File: src/hw/rtl/slr_pkg.sv
// Constants, state encoding and modular arithmetic for the subtractive lagged generator.
package slr_pkg;

	localparam int VALUE_W = 30;
	localparam int SEED_W = 32;
	localparam int LONG_LAG_DEF = 55;
	localparam int SHORT_LAG_DEF = 24;
	localparam int SPREAD = 21;
	localparam int WARMUP_ROUNDS = 5;
	localparam logic [VALUE_W-1:0] MODULUS = 30'd1000000000;

	typedef enum logic [2:0] {
		ST_CLEAR,
		ST_IDLE,
		ST_DRAW,
		ST_REDUCE,
		ST_FILL,
		ST_WARM_RD,
		ST_WARM_WR
	} slr_state_t;

	// (a - b) mod 10^9 for a, b below the modulus
	function automatic logic [VALUE_W-1:0] sub_mod(input logic [VALUE_W-1:0] a,
			input logic [VALUE_W-1:0] b);
		logic [VALUE_W:0] d;
		d = {1'b0, a} - {1'b0, b};
		if (d[VALUE_W]) begin
			d = d + {1'b0, MODULUS};
		end
		return d[VALUE_W-1:0];
	endfunction

endpackage

File: src/hw/rtl/subtractive_lagged_random.sv
// Top level of the subtractive lagged generator: sequencer, index logic and table.
//
// Draw requests (kind = 0) return (X[n-LONG_LAG] - X[n-SHORT_LAG]) mod 10^9 on value,
// marked by strobe for one cycle once the draw has passed ST_DRAW and the value register;
// busy is high in ST_DRAW, so the next request is taken only back in ST_IDLE. The table
// read is registered and the new entry is written back in the cycle after it. A reseed
// request (kind = 1) gives no result and holds busy through seed reduction (ST_REDUCE),
// the table fill (ST_FILL) and WARMUP_ROUNDS * LONG_LAG warm-up draws. After reset the
// block first zeroes the table (ST_CLEAR) and then seeds itself with zero, so busy stays
// high through the clear, the fill and the warm-up. The receiver cannot stall: each
// result is presented once.
module subtractive_lagged_random
	import slr_pkg::*;
#(
	parameter int LONG_LAG = LONG_LAG_DEF,
	parameter int SHORT_LAG = SHORT_LAG_DEF
) (
	input  logic                     clk,
	input  logic                     arst_n,
	input  logic                     start,
	output logic                     busy,
	input  logic                     kind,
	input  logic signed [SEED_W-1:0] seed,
	output logic                     strobe,
	output logic [VALUE_W-1:0]       value
);

	localparam int IDX_W = $clog2(LONG_LAG);
	localparam int LAG_START = (LONG_LAG - SHORT_LAG % LONG_LAG) % LONG_LAG;
	localparam int STEP = SPREAD % LONG_LAG;
	localparam int WARM_DRAWS = WARMUP_ROUNDS * LONG_LAG;
	localparam int CNT_W = $clog2(WARM_DRAWS);
	localparam logic [IDX_W-1:0] LAST_IDX = IDX_W'(LONG_LAG - 1);

	slr_state_t state_q, state_next;

	logic [IDX_W-1:0]   head_q, lag_q;
	logic [CNT_W-1:0]   cnt_q;
	logic [IDX_W-1:0]   wa_q;
	logic [SEED_W-1:0]  mag_q;
	logic [VALUE_W-1:0] prev_q, cur_q;
	logic [VALUE_W-1:0] value_q;
	logic               strobe_q;

	logic               wr_en;
	logic [IDX_W-1:0]   wr_addr;
	logic [VALUE_W-1:0] wr_data;
	logic [VALUE_W-1:0] rd_head, rd_lag;
	logic [VALUE_W-1:0] draw_val;
	logic [VALUE_W-1:0] fill_next;
	logic [IDX_W:0]     wa_sum;
	logic [IDX_W-1:0]   wa_next;
	logic [IDX_W-1:0]   head_next, lag_next;
	logic               accept, cnt_lag_last, cnt_warm_last, mag_ge;

	assign accept        = start && !busy;
	assign cnt_lag_last  = (cnt_q == CNT_W'(LONG_LAG - 1));
	assign cnt_warm_last = (cnt_q == CNT_W'(WARM_DRAWS - 1));
	assign mag_ge        = (mag_q >= {{(SEED_W - VALUE_W){1'b0}}, MODULUS});

	assign draw_val  = sub_mod(rd_head, rd_lag);
	assign fill_next = sub_mod(prev_q, cur_q);
	assign wa_sum    = {1'b0, wa_q} + (IDX_W + 1)'(STEP);
	assign wa_next   = (wa_sum >= (IDX_W + 1)'(LONG_LAG)) ?
		IDX_W'(wa_sum - (IDX_W + 1)'(LONG_LAG)) : wa_sum[IDX_W-1:0];
	assign head_next = (head_q == LAST_IDX) ? '0 : head_q + 1'b1;
	assign lag_next  = (lag_q == LAST_IDX) ? '0 : lag_q + 1'b1;

	// next state
	always_comb begin
		state_next = state_q;
		case (state_q)
			ST_CLEAR:   if (cnt_lag_last) state_next = ST_REDUCE;
			ST_IDLE: begin
				if (accept) begin
					state_next = kind ? ST_REDUCE : ST_DRAW;
				end
			end
			ST_DRAW:    state_next = ST_IDLE;
			ST_REDUCE:  if (!mag_ge) state_next = ST_FILL;
			ST_FILL:    if (cnt_lag_last) state_next = ST_WARM_RD;
			ST_WARM_RD: state_next = ST_WARM_WR;
			ST_WARM_WR: state_next = cnt_warm_last ? ST_IDLE : ST_WARM_RD;
			default:    state_next = ST_CLEAR;
		endcase
	end

	// outputs of the sequencer
	always_comb begin
		busy    = 1'b1;
		wr_en   = 1'b0;
		wr_addr = head_q;
		wr_data = draw_val;
		case (state_q)
			ST_CLEAR: begin
				wr_en   = 1'b1;
				wr_addr = cnt_q[IDX_W-1:0];
				wr_data = '0;
			end
			ST_IDLE:    busy = 1'b0;
			ST_DRAW:    wr_en = 1'b1;
			ST_FILL: begin
				wr_en   = 1'b1;
				wr_addr = wa_q;
				wr_data = (cnt_q == '0) ? prev_q : cur_q;
			end
			ST_WARM_WR: wr_en = 1'b1;
			default: begin
				wr_en = 1'b0;
			end
		endcase
	end

	always_ff @(posedge clk or negedge arst_n) begin
		if (!arst_n) begin
			state_q  <= ST_CLEAR;
			cnt_q    <= '0;
			head_q   <= '0;
			lag_q    <= IDX_W'(LAG_START);
			mag_q    <= '0;
			strobe_q <= 1'b0;
		end else begin
			state_q  <= state_next;
			strobe_q <= (state_q == ST_DRAW);
			case (state_q)
				ST_CLEAR:   cnt_q <= cnt_lag_last ? '0 : cnt_q + 1'b1;
				ST_IDLE: begin
					if (accept && kind) begin
						mag_q <= seed[SEED_W-1] ? (SEED_W'(0) - $unsigned(seed)) :
							$unsigned(seed);
					end
				end
				ST_DRAW: begin
					head_q <= head_next;
					lag_q  <= lag_next;
				end
				ST_REDUCE: begin
					if (mag_ge) begin
						mag_q <= mag_q - {{(SEED_W - VALUE_W){1'b0}}, MODULUS};
					end else begin
						cnt_q <= '0;
					end
				end
				ST_FILL: begin
					if (cnt_lag_last) begin
						cnt_q  <= '0;
						head_q <= '0;
						lag_q  <= IDX_W'(LAG_START);
					end else begin
						cnt_q <= cnt_q + 1'b1;
					end
				end
				ST_WARM_WR: begin
					head_q <= head_next;
					lag_q  <= lag_next;
					cnt_q  <= cnt_warm_last ? '0 : cnt_q + 1'b1;
				end
				default: begin
					cnt_q <= cnt_q;
				end
			endcase
		end
	end

	// datapath registers
	always_ff @(posedge clk) begin
		if (state_q == ST_DRAW) begin
			value_q <= draw_val;
		end
		if (state_q == ST_REDUCE && !mag_ge) begin
			prev_q <= mag_q[VALUE_W-1:0];
			cur_q  <= VALUE_W'(1);
			wa_q   <= '0;
		end
		if (state_q == ST_FILL) begin
			wa_q <= wa_next;
			// the seed itself goes in first; advance the difference chain after that
			if (cnt_q != '0) begin
				prev_q <= cur_q;
				cur_q  <= fill_next;
			end
		end
	end

	slr_ram #(
		.DEPTH(LONG_LAG),
		.WIDTH(VALUE_W)
	) u_table (
		.clk     (clk),
		.we      (wr_en),
		.waddr   (wr_addr),
		.wdata   (wr_data),
		.raddr_a (head_q),
		.raddr_b (lag_q),
		.rdata_a (rd_head),
		.rdata_b (rd_lag)
	);

	assign strobe = strobe_q;
	assign value  = value_q;

	a_draw_result: assert property (@(posedge clk) disable iff (!arst_n)
		(accept && !kind) |=> ##1 strobe)
		else $error("draw request gave no result");

	a_strobe_source: assert property (@(posedge clk) disable iff (!arst_n)
		strobe |-> $past(state_q == ST_DRAW))
		else $error("result strobe without a draw");

	a_value_range: assert property (@(posedge clk) disable iff (!arst_n)
		strobe |-> (value < MODULUS))
		else $error("result not below the modulus");

	a_write_range: assert property (@(posedge clk) disable iff (!arst_n)
		(wr_en && (state_q == ST_DRAW || state_q == ST_WARM_WR)) |-> (draw_val < MODULUS))
		else $error("table entry not below the modulus");

	a_index_range: assert property (@(posedge clk) disable iff (!arst_n)
		(head_q <= LAST_IDX) && (lag_q <= LAST_IDX))
		else $error("table index out of range");

endmodule

File: src/hw/rtl/slr_ram.sv
// History table: one write port, two read ports with registered read data.
module slr_ram
	import slr_pkg::*;
#(
	parameter int DEPTH = LONG_LAG_DEF,
	parameter int WIDTH = VALUE_W,
	localparam int AW = $clog2(DEPTH)
) (
	input  logic             clk,
	input  logic             we,
	input  logic [AW-1:0]    waddr,
	input  logic [WIDTH-1:0] wdata,
	input  logic [AW-1:0]    raddr_a,
	input  logic [AW-1:0]    raddr_b,
	output logic [WIDTH-1:0] rdata_a,
	output logic [WIDTH-1:0] rdata_b
);

	logic [WIDTH-1:0] mem [DEPTH];

	always_ff @(posedge clk) begin
		if (we) begin
			mem[waddr] <= wdata;
		end
	end

	always_ff @(posedge clk) begin
		rdata_a <= mem[raddr_a];
		rdata_b <= mem[raddr_b];
	end

endmodule

File: config.mk
export PLATFORM = sky130hd
export DESIGN_NAME = subtractive_lagged_random
export DESIGN_NICKNAME = d
export VERILOG_FILES = /design/src/hw/rtl/slr_pkg.sv /design/src/hw/rtl/subtractive_lagged_random.sv /design/src/hw/rtl/slr_ram.sv
export SDC_FILE = /design/constraint.sdc
export NUM_CORES = 2
export LEC_CHECK = 0
export BUFFER_PORTS_ARGS = -buffer_cell sky130_fd_sc_hd__clkbuf_2
export CORE_MARGIN = 10
export CORE_UTILIZATION = 50
export CTS_CLUSTER_SIZE = 28
export DETAILED_ROUTE_END_ITERATION = 10
export HOLD_SLACK_MARGIN = 0.1
export PLACE_DENSITY = 0.65
export SLEW_MARGIN = 25
export SYNTH_ARGS = -nofsm -noshare
export SYNTH_HDL_FRONTEND = slang
export SYNTH_HIERARCHICAL = 1
export SYNTH_SLANG_ARGS = --single-unit
File: constraint.sdc
create_clock -name clk -period 10 [get_ports clk]
set_clock_uncertainty 0.1 [all_clocks]
set_input_delay 2 -clock clk [delete_from_list [all_inputs] [get_ports clk]]
set_output_delay 2 -clock clk [all_outputs]
set_load 0.01 [all_outputs]
==> metrics.log <==
INFO  metric status = finished, final reports clean
INFO  metric critical_path.endpoint_type = register
INFO  metric worstSkewPairLatency = about 850 ps
INFO  metric crit_path_max_incr_delay = 810 ps
INFO  metric top_cell_by_count_worst_path = inv_1
INFO  metric maxClockFrequency = between 0.2 and 0.25 GHz
INFO  metric die_area = 199000 µm²
INFO  metric post-route-drc-count = 0
INFO  metric final_common_cell = edfxtp_1
INFO  metric die_span_in_x = roughly 450 µm
INFO  metric ctsHoldBuffers = 0
INFO  metric timing.critical_path.from_type = register
INFO  metric core = roughly 180000 µm²
INFO  metric dr_iter_0_viols = approximately 7.6k
INFO  metric cts_root_buffer = clkbuf_16
INFO  metric crit_path_max_fanout = 55
INFO  metric total_global_routing_track_utilization = 0.275
INFO  metric placement.io_buffers = 67
INFO  metric htreeDepth = 4
INFO  metric fin_worst_hold_slack = around 380 ps
INFO  metric antenna_left = 0
INFO  metric row_count = between 150 and 200
INFO  metric syn-cell-area = between 90000 and 100000 µm²
INFO  metric drive_above_1_share = 0.265
INFO  metric preCtsSetupSlack = between 5000 and 6000 ps
INFO  metric max-cap-violations = 0
INFO  metric dieHeight = roughly 450 µm
INFO  metric grt_first_pass_wirelength = ~400000 µm
INFO  metric detail_route.vias_per_cell = ~7.0
INFO  metric fill_cells = between 10k and 15k
INFO  metric dp.final_hpwl = around 170000 µm
INFO  metric synth-edff-count = around 1.7k
INFO  metric yosysWarnings = 6
INFO  metric number_of_nets_produced_by_synthesis = 5681
INFO  metric yosysTopAreaCellShare = 0.558
INFO  metric dr_total_vias = between 50k and 60k
INFO  metric hold_viol = 0
INFO  metric first_pass_iters = 7
INFO  metric synth.ff_latch_count = between 1.5k and 2k
INFO  metric synth.lib_cells_used.distinct = slightly above 100
INFO  metric cts_inserted_buffers = approximately 190
INFO  metric weighted_congestion_at_the_end_of_routability_driven_global_placement = slightly above 0.9
INFO  metric layout.nets = about 5.7k
INFO  metric r2r_cells = 13
INFO  metric post_cts.repair.setup_buffers = 0
INFO  metric synth_top_flop_cell = edfxtp_1
INFO  metric tritoncts_clock_tree = built
INFO  metric io-pin-count = slightly below 70
INFO  metric least_setup_slack_across_all_paths_after_layout = just over 5000 ps
INFO  metric max_slew.worst_pin.slew = roughly 1100 ps
INFO  metric first_global_vias = around 55k
INFO  metric final.period_utilization = 0.495
INFO  metric cts_sinks = approximately 1.9k
INFO  metric min_path_type = reg -> reg
INFO  metric multi_input_combinational_cell_area = 34800 µm²
INFO  metric timing.max_slew.rel_slack = 0.251
INFO  metric clkSlewWorstSetupHoldPaths = approximately 60 ps
INFO  metric synth.area.top_cells = edfxtp_1, mux4_2, mux2i_1
INFO  metric initial_core_util = 0.502
INFO  metric grt_antenna_before_repair = 17
INFO  metric post-synth-top-area-cell = edfxtp_1
INFO  metric post_synth_inst_count = approximately 5.6k
INFO  metric timing.critical_path.cells = inv_1 -> ha_1 -> inv_1 -> fa_1 -> a21o_1 -> a22o_1 -> o311a_4 -> a211o_1 -> and3_4 -> a31oi_1 -> o221a_2 -> xor2_1 -> a22o_2
INFO  metric grt.overflow.total = 0
INFO  metric critPathSlowestCell = a22o_2
INFO  metric drv_slew = 0
INFO  metric cp.required = a little over 10000 ps
INFO  metric finalWorstPathRequiredPeriod = around 5000 ps
INFO  metric grt_max_degree = 140
INFO  metric worst_hold_path.num_cells = 2
INFO  metric fin_util = 0.558
INFO  metric post_drt_wl_per_cell = 34.2 µm
INFO  metric final_cell_mix = edfxtp_1, mux4_2, nand2_1
INFO  metric critical_path_start_end_classification = reg -> reg
INFO  metric worst_ep_arrival_time = between 5000 and 6000 ps
INFO  metric unrepaired_setup_endpoints_after_global_routing = false
INFO  metric yosysSeqAreaShare = 0.600
INFO  metric totalWireLength = 278000 µm
INFO  metric finalSetupTns = 0 ps
INFO  metric syn-mean-instance-area = 16.3 µm²
INFO  metric flow.area_growth_from_synthesis = 11.0%
INFO  metric post_cts.resized_instances = 0
INFO  metric async_reset_ff_frac = 0.0306
INFO  metric ff_latch_area = around 54000 µm²
INFO  metric timing.final.setup_violations = 0
INFO  metric max-clock-path-buffers = 3
-- path summary, 6_finish.rpt --
check                              startpoint                  end  slack, ps
setup / recovery           u_table/rdata_a[0]  u_table/mem[28][19]       5050
hold / removal                      prev_q[0]            prev_q[0]        380
setup reg to reg           u_table/rdata_a[0]  u_table/mem[28][19]       5050
hold reg to reg                     prev_q[0]            prev_q[0]        380
max in group asynchronous              arst_n             lag_q[5]       7860
min in group asynchronous              arst_n               strobe       1250
-- layout make-up --
cell class	count	share of cell area
multi-input cells	3216	0.345
clock buffers	241	0.0509
repair buffers	221	0.0172
diodes	3	0.0000745
flip-flops and latches	1863	0.541
well taps	2370	0.0294
clock inverters	118	0.0128
inverters	100	0.00372
-- critical path, delay by kind of cell (launching register included) --
kind                     cells  cell delay, ps
buffers and inverters        2             100
AO/OA/AOI/OAI                7            3110
XOR/XNOR                     1             190
flip-flops                   1             300
AND/OR/NAND/NOR              1             190
adder cells (fa/ha/maj)      2             540
-- synth_stat cells, drive strengths merged, types with 32 or more instances --
cell type,instances
mux2i,287
buf,222
mux2,75
nor3,32
a31oi,41
inv,99
nand3,72
nor2,237
o21ai,238
o22ai,135
edfxtp,1686
dfrtp,52
ha,74
or3,43
mux4,768
o211ai,75
xor2,36
a22oi,36
a21oi,167
dfxtp,120
clkbuf,168
a211oi,76
xnor2,72
nor2b,57
a21o,32
nand2,307
-- sequential cells by signal (all words and copies together), names as in the netlist, 9 cells and up --
signal / flops
cnt_q: 9
cur_q: 30
mag_q: 32
prev_q: 30
u_table/mem: 1650
u_table/rdata_a: 30
u_table/rdata_b: 30
value: 30
-- metrics by stage --
stage          cells  instance area, µm²
2_1_floorplan   5569               90800
3_3_place_gp    7764               94100
3_5_place_dp    7767               94200
4_1_cts         8126              101000
5_1_grt         8132              101000
6_report        8132              101000
-- cell families (layout without fill, tap and decap cells) --
kind of cell               Yosys count  count (layout)  share of synthesized area
DFF                               1863            1863                      0.600
muxes                             1130            1130                      0.231
AOI/OAI and AO/OA                 1008            1008                     0.0745
and+or+nand+nor                    894             894                     0.0459
buffers and inverters              490             680                     0.0269
xor gates and xnor gates           108             108                     0.0107
adders and majority gates           76              76                     0.0106
other                                0               3                          0
-- layer usage --
layer	share of wire	GRT usage	routed length, µm
met5	0.00021	0	59
met3	0.11	0.0573	30300
met2	0.45	0.417	126000
met4	0.052	0.128	14500
met1	0.39	0.383	107000
Power is left out: the tool's default activity adds up to more than one toggle a clock period on the data nets, which glitch-free logic cannot reach.
